`src/design/pbe_pkg.sv`:
```
`timescale 1ns / 1ps
// ----------------------------------------------------------------------------
// pbe_pkg
// Shared types and constants for the PackBits row encoder.
// ----------------------------------------------------------------------------
package pbe_pkg;

    localparam int MAX_CHUNK = 128;
    localparam int LIT_AW    = $clog2(MAX_CHUNK);

    // one queued command: close run A, at row end also run B; raw passes B
    typedef struct packed {
        logic       raw;     // pass b_byte through unchanged
        logic       last;    // row ends with this command
        logic [7:0] a_byte;
        logic [7:0] a_len;   // 0 = nothing to close
        logic [7:0] b_byte;
        logic [7:0] b_len;
    } t_cmd;

    // one result word
    typedef struct packed {
        logic [63:0] word;
        logic [3:0]  cnt;
        logic        done;
        logic [15:0] len;
    } t_word;

    // byte stream from the engine to the word packer
    typedef struct packed {
        logic       byte_valid;
        logic [7:0] data;
        logic       finish;
        logic       idle;
    } t_pack_req;

endpackage

```
`src/design/pbe_fifo.sv`:
```
`timescale 1ns / 1ps
// ----------------------------------------------------------------------------
// pbe_fifo
// Small register queue, power-of-two depth.
// ----------------------------------------------------------------------------
module pbe_fifo #(
    parameter int WIDTH = 8,
    parameter int DEPTH = 4
) (
    input  logic             i_clk,
    input  logic             i_rst_n,
    input  logic             i_wr,
    input  logic [WIDTH-1:0] i_wdata,
    output logic             o_full,
    input  logic             i_rd,
    output logic [WIDTH-1:0] o_rdata,
    output logic             o_empty
);
    localparam int AW = $clog2(DEPTH);

    logic [WIDTH-1:0] r_mem [DEPTH];
    logic [AW-1:0]    r_wp, r_rp;
    logic [AW:0]      r_cnt;
    logic             wr_ok, rd_ok;

    assign o_full  = (r_cnt == (AW+1)'(DEPTH));
    assign o_empty = (r_cnt == '0);
    assign o_rdata = r_mem[r_rp];
    assign wr_ok   = i_wr & ~o_full;
    assign rd_ok   = i_rd & ~o_empty;

    always_ff @(posedge i_clk) begin
        if (!i_rst_n) begin
            r_wp  <= '0;
            r_rp  <= '0;
            r_cnt <= '0;
        end else begin
            if (wr_ok) r_wp <= r_wp + 1'b1;
            if (rd_ok) r_rp <= r_rp + 1'b1;
            if (wr_ok && !rd_ok)      r_cnt <= r_cnt + 1'b1;
            else if (!wr_ok && rd_ok) r_cnt <= r_cnt - 1'b1;
        end
    end

    always_ff @(posedge i_clk) begin
        if (wr_ok) r_mem[r_wp] <= i_wdata;
    end
endmodule

```
`src/design/pbe_front.sv`:
```
`timescale 1ns / 1ps
// ----------------------------------------------------------------------------
// pbe_front
// Accepts row bytes, tracks the open run and queues close or raw commands.
// ----------------------------------------------------------------------------
module pbe_front (
    input  logic             i_clk,
    input  logic             i_rst_n,
    input  logic             i_cfg_we,
    input  logic             i_cfg_data,
    input  logic             i_accept,
    input  logic [7:0]       i_data_byte,
    input  logic             i_row_end,
    output logic             o_cmd_push,
    output pbe_pkg::t_cmd    o_cmd
);
    logic       r_compress, r_started;
    logic [7:0] r_run_byte, r_run_len;
    logic [7:0] n_run_byte, n_run_len, a_len;
    logic       extend;

    assign extend = r_started && (i_data_byte == r_run_byte)
                    && (r_run_len < 8'(pbe_pkg::MAX_CHUNK));

    always_comb begin
        a_len      = '0;
        n_run_byte = i_data_byte;
        n_run_len  = 8'd1;
        if (extend) begin
            n_run_byte = r_run_byte;
            n_run_len  = r_run_len + 8'd1;
        end else if (r_started) begin
            a_len = r_run_len;
        end
    end

    always_comb begin
        o_cmd.raw    = ~r_compress;
        o_cmd.last   = i_row_end;
        o_cmd.a_byte = r_run_byte;
        o_cmd.a_len  = r_compress ? a_len : 8'd0;
        o_cmd.b_byte = r_compress ? n_run_byte : i_data_byte;
        o_cmd.b_len  = n_run_len;
        o_cmd_push   = i_accept & (~r_compress | i_row_end | (a_len != 8'd0));
    end

    always_ff @(posedge i_clk) begin
        if (!i_rst_n) begin
            r_compress <= 1'b1;
            r_started  <= 1'b0;
            r_run_byte <= '0;
            r_run_len  <= '0;
        end else begin
            // mode is frozen while a row is open
            if (i_cfg_we && !r_started) r_compress <= i_cfg_data;
            if (i_accept) begin
                r_started <= ~i_row_end;
                if (i_row_end || !r_compress) begin
                    r_run_len <= '0;
                end else begin
                    r_run_byte <= n_run_byte;
                    r_run_len  <= n_run_len;
                end
            end
        end
    end
endmodule

```
`src/design/pbe_back.sv`:
```
`timescale 1ns / 1ps
// ----------------------------------------------------------------------------
// pbe_back
// Executes queued commands: literal store, chunk flushes, run output and raw
// bytes, one encoded byte per cycle toward the packer while it is ready.
// ----------------------------------------------------------------------------
module pbe_back (
    input  logic                  i_clk,
    input  logic                  i_rst_n,
    input  logic                  i_cmd_empty,
    input  pbe_pkg::t_cmd         i_cmd,
    output logic                  o_cmd_pop,
    output pbe_pkg::t_pack_req    o_req,
    input  logic                  i_byte_ready,
    input  logic                  i_fin_ready
);
    localparam logic [2:0] S_IDLE    = 3'd0;
    localparam logic [2:0] S_CLOSE   = 3'd1;
    localparam logic [2:0] S_RUNHDR  = 3'd2;
    localparam logic [2:0] S_RUNBYTE = 3'd3;
    localparam logic [2:0] S_FHDR    = 3'd4;
    localparam logic [2:0] S_FDATA   = 3'd5;
    localparam logic [2:0] S_RAW     = 3'd6;
    localparam logic [2:0] S_FIN     = 3'd7;

    localparam int AW = pbe_pkg::LIT_AW;

    logic [2:0]    r_state, n_state, r_ret, n_ret;
    pbe_pkg::t_cmd r_cmd;
    logic          r_phase, n_phase;
    logic [7:0]    r_cur_byte, n_cur_byte, r_cur_len, n_cur_len;
    logic [7:0]    r_lit_cnt, n_lit_cnt;
    logic [AW-1:0] r_idx, n_idx, rd_addr;
    logic [7:0]    r_mem [pbe_pkg::MAX_CHUNK];
    logic [7:0]    r_rd_data;
    logic          emit_ok, lit_wr;

    always_comb begin
        o_req.byte_valid = 1'b0;
        o_req.data       = r_cur_byte;
        unique case (r_state)
            S_RUNHDR:  begin
                o_req.byte_valid = 1'b1;
                o_req.data = 8'(9'h101 - {1'b0, r_cur_len});
            end
            S_RUNBYTE: o_req.byte_valid = 1'b1;
            S_FHDR:    begin
                o_req.byte_valid = 1'b1;
                o_req.data = r_lit_cnt - 8'd1;
            end
            S_FDATA:   begin
                o_req.byte_valid = 1'b1;
                o_req.data = r_rd_data;
            end
            S_RAW:     begin
                o_req.byte_valid = 1'b1;
                o_req.data = r_cmd.b_byte;
            end
            default:   o_req.byte_valid = 1'b0;
        endcase
        o_req.finish = (r_state == S_FIN);
        o_req.idle   = (r_state == S_IDLE);
    end

    assign emit_ok   = o_req.byte_valid & i_byte_ready;
    assign o_cmd_pop = (r_state == S_IDLE) & ~i_cmd_empty;
    assign lit_wr    = (r_state == S_CLOSE) && (r_cur_len != 8'd0) && (r_cur_len <= 8'd2);
    // prefetch next literal while the current one goes out
    assign rd_addr   = (r_state == S_FDATA) ? (emit_ok ? r_idx + 1'b1 : r_idx) : '0;

    always_comb begin
        n_state    = r_state;
        n_ret      = r_ret;
        n_phase    = r_phase;
        n_cur_byte = r_cur_byte;
        n_cur_len  = r_cur_len;
        n_lit_cnt  = r_lit_cnt;
        n_idx      = r_idx;
        unique case (r_state)
            S_IDLE: if (!i_cmd_empty) begin
                n_cur_byte = i_cmd.a_byte;
                n_cur_len  = i_cmd.a_len;
                n_phase    = 1'b0;
                n_state    = i_cmd.raw ? S_RAW : S_CLOSE;
            end
            S_CLOSE: begin
                if (r_cur_len == 8'd0) begin
                    if (!r_phase) begin
                        if (r_cmd.last) begin
                            n_phase    = 1'b1;
                            n_cur_byte = r_cmd.b_byte;
                            n_cur_len  = r_cmd.b_len;
                        end else begin
                            n_state = S_IDLE;
                        end
                    end else begin
                        n_ret   = S_FIN;
                        n_state = (r_lit_cnt != 8'd0) ? S_FHDR : S_FIN;
                    end
                end else if (r_cur_len > 8'd2) begin
                    n_ret   = S_RUNHDR;
                    n_state = (r_lit_cnt != 8'd0) ? S_FHDR : S_RUNHDR;
                end else begin
                    n_lit_cnt = r_lit_cnt + 8'd1;
                    n_cur_len = r_cur_len - 8'd1;
                    if (n_lit_cnt == 8'(pbe_pkg::MAX_CHUNK)) begin
                        n_ret   = S_CLOSE;
                        n_state = S_FHDR;
                    end
                end
            end
            S_RUNHDR:  if (emit_ok) n_state = S_RUNBYTE;
            S_RUNBYTE: if (emit_ok) begin
                n_cur_len = '0;
                n_state   = S_CLOSE;
            end
            S_FHDR: if (emit_ok) begin
                n_idx   = '0;
                n_state = S_FDATA;
            end
            S_FDATA: if (emit_ok) begin
                n_idx = r_idx + 1'b1;
                if ({1'b0, r_idx} == r_lit_cnt - 8'd1) begin
                    n_lit_cnt = '0;
                    n_state   = r_ret;
                end
            end
            S_RAW: if (emit_ok) n_state = r_cmd.last ? S_FIN : S_IDLE;
            S_FIN: if (i_fin_ready) n_state = S_IDLE;
            default: n_state = S_IDLE;
        endcase
    end

    always_ff @(posedge i_clk) begin
        if (!i_rst_n) begin
            r_state   <= S_IDLE;
            r_ret     <= S_IDLE;
            r_phase   <= 1'b0;
            r_lit_cnt <= '0;
        end else begin
            r_state   <= n_state;
            r_ret     <= n_ret;
            r_phase   <= n_phase;
            r_lit_cnt <= n_lit_cnt;
        end
    end

    always_ff @(posedge i_clk) begin
        r_cur_byte <= n_cur_byte;
        r_cur_len  <= n_cur_len;
        r_idx      <= n_idx;
        if (o_cmd_pop) r_cmd <= i_cmd;
    end

    always_ff @(posedge i_clk) begin
        if (lit_wr) r_mem[r_lit_cnt[AW-1:0]] <= r_cur_byte;
        r_rd_data <= r_mem[rd_addr];
    end
endmodule

```
`src/design/pbe_pack.sv`:
```
`timescale 1ns / 1ps
// ----------------------------------------------------------------------------
// pbe_pack
// Packs encoded bytes into 64-bit words and counts the row length.
// ----------------------------------------------------------------------------
module pbe_pack (
    input  logic               i_clk,
    input  logic               i_rst_n,
    input  pbe_pkg::t_pack_req i_req,
    output logic               o_byte_ready,
    output logic               o_fin_ready,
    input  logic               i_out_full,
    output logic               o_push,
    output pbe_pkg::t_word     o_word
);
    logic [63:0] r_word, n_word;
    logic [3:0]  r_fill, n_fill;
    logic [15:0] r_count, n_count;
    logic        full_word;

    assign full_word    = (r_fill == 4'd8);
    assign o_byte_ready = ~full_word | ~i_out_full;
    assign o_fin_ready  = ~i_out_full;

    always_comb begin
        o_push      = 1'b0;
        o_word.word = r_word;
        o_word.cnt  = r_fill;
        o_word.done = 1'b0;
        o_word.len  = '0;
        n_word      = r_word;
        n_fill      = r_fill;
        n_count     = r_count;
        if (i_req.finish) begin
            if (!i_out_full) begin
                o_push      = 1'b1;
                o_word.done = 1'b1;
                o_word.len  = r_count;
                n_word      = '0;
                n_fill      = '0;
                n_count     = '0;
            end
        end else if (i_req.byte_valid) begin
            if (o_byte_ready) begin
                if (r_count != 16'hFFFF) n_count = r_count + 16'd1;
                if (full_word) begin
                    o_push = 1'b1;
                    n_word = 64'(i_req.data);
                    n_fill = 4'd1;
                end else begin
                    n_word = r_word | (64'(i_req.data) << {r_fill[2:0], 3'b000});
                    n_fill = r_fill + 4'd1;
                end
            end
        end else if (i_req.idle && full_word && !i_out_full) begin
            // engine is between commands: this full word cannot be the row's last
            o_push = 1'b1;
            n_word = '0;
            n_fill = '0;
        end
    end

    always_ff @(posedge i_clk) begin
        if (!i_rst_n) begin
            r_word  <= '0;
            r_fill  <= '0;
            r_count <= '0;
        end else begin
            r_word  <= n_word;
            r_fill  <= n_fill;
            r_count <= n_count;
        end
    end
endmodule

```
`src/design/packbits_row_encoder_unit.sv`:
```
`timescale 1ns / 1ps
// Throughput: the front takes one byte per cycle while the 4-entry command queue has
// room; the back takes one command at a time, from idle through raw, or through close,
// run header, run byte and literal flush states, so it can fall behind the input, and
// the back end stalls push through full.
// Reset: synchronous active-low; clears queues, run state and sets compress on.
// ----------------------------------------------------------------------------
// packbits_row_encoder_unit
// PackBits row encoder with raw pass-through and 64-bit output word packing.
// ----------------------------------------------------------------------------
module packbits_row_encoder_unit #(
    parameter int CMD_DEPTH = 4,
    parameter int OUT_DEPTH = 4
) (
    input  logic        i_clk,
    input  logic        i_rst_n,
    input  logic        i_cfg_we,
    input  logic        i_cfg_data,
    input  logic        push,
    output logic        full,
    input  logic [7:0]  i_data_byte,
    input  logic        i_row_end,
    output logic        empty,
    input  logic        pop,
    output logic [63:0] o_out_word,
    output logic [3:0]  o_byte_count,
    output logic        o_row_done,
    output logic [15:0] o_row_length
);
    localparam int CW = $bits(pbe_pkg::t_cmd);
    localparam int OW = $bits(pbe_pkg::t_word);

    pbe_pkg::t_cmd      fe_cmd;
    logic               fe_push, cmd_empty, cmd_pop;
    logic [CW-1:0]      cmd_q;
    pbe_pkg::t_pack_req req;
    logic               byte_ready, fin_ready, out_full, out_push;
    pbe_pkg::t_word     pk_word, out_word;
    logic [OW-1:0]      out_q;

    pbe_front u_front (
        .i_clk       (i_clk),
        .i_rst_n     (i_rst_n),
        .i_cfg_we    (i_cfg_we),
        .i_cfg_data  (i_cfg_data),
        .i_accept    (push & ~full),
        .i_data_byte (i_data_byte),
        .i_row_end   (i_row_end),
        .o_cmd_push  (fe_push),
        .o_cmd       (fe_cmd)
    );

    pbe_fifo #(.WIDTH(CW), .DEPTH(CMD_DEPTH)) u_cmd_q (
        .i_clk   (i_clk),
        .i_rst_n (i_rst_n),
        .i_wr    (fe_push),
        .i_wdata (fe_cmd),
        .o_full  (full),
        .i_rd    (cmd_pop),
        .o_rdata (cmd_q),
        .o_empty (cmd_empty)
    );

    pbe_back u_back (
        .i_clk        (i_clk),
        .i_rst_n      (i_rst_n),
        .i_cmd_empty  (cmd_empty),
        .i_cmd        (pbe_pkg::t_cmd'(cmd_q)),
        .o_cmd_pop    (cmd_pop),
        .o_req        (req),
        .i_byte_ready (byte_ready),
        .i_fin_ready  (fin_ready)
    );

    pbe_pack u_pack (
        .i_clk        (i_clk),
        .i_rst_n      (i_rst_n),
        .i_req        (req),
        .o_byte_ready (byte_ready),
        .o_fin_ready  (fin_ready),
        .i_out_full   (out_full),
        .o_push       (out_push),
        .o_word       (pk_word)
    );

    pbe_fifo #(.WIDTH(OW), .DEPTH(OUT_DEPTH)) u_out_q (
        .i_clk   (i_clk),
        .i_rst_n (i_rst_n),
        .i_wr    (out_push),
        .i_wdata (pk_word),
        .o_full  (out_full),
        .i_rd    (pop),
        .o_rdata (out_q),
        .o_empty (empty)
    );

    assign out_word     = pbe_pkg::t_word'(out_q);
    assign o_out_word   = out_word.word;
    assign o_byte_count = out_word.cnt;
    assign o_row_done   = out_word.done;
    assign o_row_length = out_word.len;

`ifndef SYNTHESIS
    a_cnt_range: assert property (@(posedge i_clk) disable iff (!i_rst_n)
        !empty |-> (o_byte_count != 4'd0 && o_byte_count <= 4'd8))
        else $error("byte_count out of range");
    a_mid_full: assert property (@(posedge i_clk) disable iff (!i_rst_n)
        (!empty && !o_row_done) |-> (o_byte_count == 4'd8 && o_row_length == 16'd0))
        else $error("partial or tagged word before row end");
    a_done_len: assert property (@(posedge i_clk) disable iff (!i_rst_n)
        (!empty && o_row_done) |-> (o_row_length != 16'd0))
        else $error("finished row with zero length");
`endif
endmodule

```
`config.mk`:
```
export PLATFORM = sky130hd
export DESIGN_NAME = packbits_row_encoder_unit
export DESIGN_NICKNAME = d
export VERILOG_FILES = /design/src/design/pbe_pkg.sv /design/src/design/pbe_fifo.sv /design/src/design/pbe_front.sv /design/src/design/pbe_back.sv /design/src/design/pbe_pack.sv /design/src/design/packbits_row_encoder_unit.sv
export SDC_FILE = /design/constraint.sdc
export NUM_CORES = 2
export LEC_CHECK = 0
export ABC_AREA = 1
export BUFFER_PORTS_ARGS = -buffer_cell sky130_fd_sc_hd__buf_2
export CAP_MARGIN = 30
export CORE_ASPECT_RATIO = 0.8
export CORE_MARGIN = 1
export CORE_UTILIZATION = 30
export CTS_BUF_LIST = sky130_fd_sc_hd__clkbuf_8
export DETAILED_ROUTE_END_ITERATION = 7
export GPL_TIMING_DRIVEN = 0
export HOLD_SLACK_MARGIN = 0.15
export PLACE_DENSITY = 0.52
export SETUP_SLACK_MARGIN = 0.3
export SYNTH_ARGS = -nofsm -noshare
export SYNTH_HDL_FRONTEND = slang
export SYNTH_HIERARCHICAL = 1
export SYNTH_SLANG_ARGS = --single-unit
```
`constraint.sdc`:
```
create_clock -name i_clk -period 6.4 [get_ports i_clk]
set_clock_uncertainty 0.1 [all_clocks]
set_input_delay 0 -clock i_clk [delete_from_list [all_inputs] [get_ports i_clk]]
set_output_delay 0 -clock i_clk [all_outputs]
set_load 0.005 [all_outputs]
```
==> reports/results.txt <==
status = finished clean
relative slew slack = 0.262
placed cell areas = 80400 um^2
routed vias/inst = 5.08
sequential share of power = 0.438
Total GRT Usage = 0.206
Crit path required time = 7.15 ns
async set or reset register ratio after synthesis = 0
CTS tree = yes
P_sw = 10.7 mW
die area = 246000 um^2
switching share of power = 0.345
H-tree Lvls = 5
initial antenna violation count = 13
drt total wl = 260000 um
Final Hold Viols = 0
Clk pwr share = 0.298
clock sinks = 1683
vias in the first global route = 52200
WP data arrival = 6.51 ns
max-slew violation count = 0
combinational group share of total power = 0.264
Pre-antenna DRT Iters = 6
Max clock buf depth = 4
num ports = 102
power per cell area = 359 nW/um^2
Core Footprint = 242000 um^2
height of the die = 444 um
number of routed nets with antenna violations = 0
maximum fanout along the worst path = 10
syn nets = 6997
clk_lat worst skew = 0.96 ns
Final Instance Area = 86200 um^2
VDD IR max = 179 uV
Layout area overhead = 17.6%
PortBufs = 101
fillers = 24000
Hold Crit Class = input pin to flip-flop
Peak Freq = 0.174 GHz
share of layout cells above drive strength 1 = 0.125
Tot Pwr = 31.0 mW
commonest non-fill, non-tap cells in the layout = edfxtp_1, nand2_1, inv_1
fin crit period = 5.76 ns
DR vias = 55600
post-synthesis cell type count = 55
Post-Syn Area = 73300 um^2
final hold slack = 0.233 ns
Final Setup Violations = 0
Cell Rows = 161
largest net degree at the start of global routing = 28
syn_area_per_cell = 10.5 um^2
Synth warnings = 6
#FFs+latches synth = 1683
DRC Markers = 0
Placer Congestion = 0.960
Hold Path Depth = 8
Register Area = 49100 um^2
crit path launch type = flip-flop
CTS Root Cell = clkbuf_8
postcts setup bufs = 0
DR iter-0 viols = 7263
commonest non-fill, non-tap cell in the layout = edfxtp_1
register area share after synthesis = 0.670
period utilisation layout = 0.900
Post-Syn Instances = 6959
Slew @ Worst Pin = 1.10 ns
final net count = 7578
first-pass GRT wire length = 370000 um
Post-synth EDFFs = 1540
Routed WL per cell = 23.8 um
CTS Buf Count = 293
CTS clk-pin slew, worst paths = 0.07 ns
Crit Path Category = flip-flop to flip-flop
HPWL after detailed placement = 188000 um
Leak = 34.4 nW
cells on worst reg2reg path = 20
RSZ-0062 raised after global routing = false
Die Span X = 555 um
area of the multi-input gates = 18300 um^2
total congestion overflow = 0
Total Neg Setup Slack = 0 ns
Max-Cap Viols = 0
prevailing post-synth register cell = edfxtp_1
CP endpoint kind = flip-flop
cell internal pwr = 20.3 mW
initial cell density of the core = 0.303
power by group through the flow:
stage	Sequential [mW]	Combinational, mW	Clock, mW
global placement	15.1	5.90	0
floorplan	14.1	3.44	0
CTS	13.6	8.06	9.42
detailed placement	13.8	8.00	0
global route	13.6	8.64	9.87
finish	13.6	8.17	9.23
state kept, by name (all words and copies together), names as in the netlist, 8 cells and up, named ones only:
name and count:
u_back/r_mem 1024, u_out_q/r_mem 340, u_cmd_q/r_mem 136, u_pack/r_word 64
u_back/r_cmd 17, u_pack/r_count 16, u_back/r_cur_byte 8, u_back/r_cur_len 8
u_back/r_lit_cnt 8, u_back/r_rd_data 8, u_front/r_run_byte 8, u_front/r_run_len 8
synthesized netlist by cell type, types with 4 or more instances:
master    number  area share
edfxtp_1    1540        0.63
nor2_2        25      0.0021
nand4_1      326       0.028
o211ai_1      30      0.0031
nand3_1      963       0.066
nand2_2        9     0.00077
buf_12         4      0.0011
a31oi_1        5     0.00043
o21ai_1       46      0.0031
inv_1       1013       0.052
xor2_1        24      0.0029
buf_4         14      0.0014
clkbuf_1     126      0.0065
a211oi_1       5     0.00051
dfxtp_1      143       0.039
a21oi_1       68      0.0046
o22ai_1      102      0.0087
inv_2         12     0.00061
nor3_1        47      0.0032
buf_2        233       0.016
clkinv_1       4     0.00020
nor2_1       505       0.026
a22oi_1        6     0.00061
ha_1          21      0.0036
nand3_2        7     0.00096
a221oi_1       5     0.00060
nand2_1     1307       0.067
o21ai_0      269       0.018
buf_6         18      0.0028
o22ai_2       20      0.0034
buf_1         23      0.0012
nand3b_1       8     0.00082
final timing paths:
kind,startpoint,end,slack (ns)
hold reg to reg,u_back/r_phase$_SDFFE_PN0P_,u_back/r_ret[2]$_SDFFE_PN0P_,0.37
setup reg to reg,u_pack/r_fill[0]$_SDFFE_PN0P_,u_back/r_rd_data[0]$_DFF_P_,0.64
hold / removal,i_data_byte[6],u_front/r_run_len[3]$_SDFFE_PN0P_,0.23
setup / recovery,u_pack/r_fill[0]$_SDFFE_PN0P_,u_back/r_rd_data[0]$_DFF_P_,0.64
layout make-up:
| cell class | instances | area share |
|---|---|---|
| Sequential cell | 1683 | 0.570 |
| Inverter | 1032 | 0.0451 |
| Multi-Input combinational cell | 3823 | 0.212 |
| Clock inverter | 215 | 0.0131 |
| Timing Repair Buffer | 286 | 0.0409 |
| Tap cell | 3178 | 0.0461 |
| Buffer | 421 | 0.0247 |
| Antenna cell | 3 | 0.0000871 |
| Clock buffer | 301 | 0.0481 |
worst max-delay path: stages (launching register included):
cell	delay [ns]
dfxtp_1	0.45
clkbuf_1	0.32
clkinv_1	0.37
ha_1	0.36
nand2_4	0.16
nor2_8	0.07
nand2_1	0.43
nand2_2	0.18
nand2_1	0.09
nand3_1	0.36
inv_2	0.21
buf_2	0.54
buf_2	0.54
nand2_1	0.14
nand3_1	0.13
nand3_1	0.25
nand3_1	0.22
nand3_1	0.29
nand2_1	0.21
nand2_1	0.07
nand2_1	0.13
kinds of logic (layout without fill, tap and decap cells):
group	Yosys count	after routing	synth area share
other cells	0	3	0
xor+xnor	25	25	0.00299
fa+ha+maj	23	23	0.00413
buf+inv	1453	2255	0.0821
flops	1683	1683	0.670
simple gates	3209	3209	0.196
compound gates	566	566	0.0449
repair_timing:
action | 4_1_cts | 5_1_grt
hold endpoints to repair | 197 | 0
resized for setup | 0 | 0
setup endpoints to repair | 0 | 0
hold buffers | 46 | 0
layer usage:
layer  global-route usage  up-vias  wire length (um)
li1                     -    25000                 -
met1                0.301    27300            115000
met2                0.293     2843            107000
met3               0.0576      483             30300
met4               0.0614       10              7250
met5              0.00351        -               179
stage by stage:
| stage | util | setup slack (ns) | std cells |
|---|---|---|---|
| floorplan | - | 0.594 | 6959 |
| global placement | 0.322 | -3.50 | 10200 |
| detailed placement | 0.332 | 1.03 | 10400 |
| CTS | 0.356 | 1.02 | 10900 |
| global route | 0.356 | 0.701 | 10900 |
| finish | 0.356 | 0.641 | 10900 |
Power figures use the tool's default switching activity.
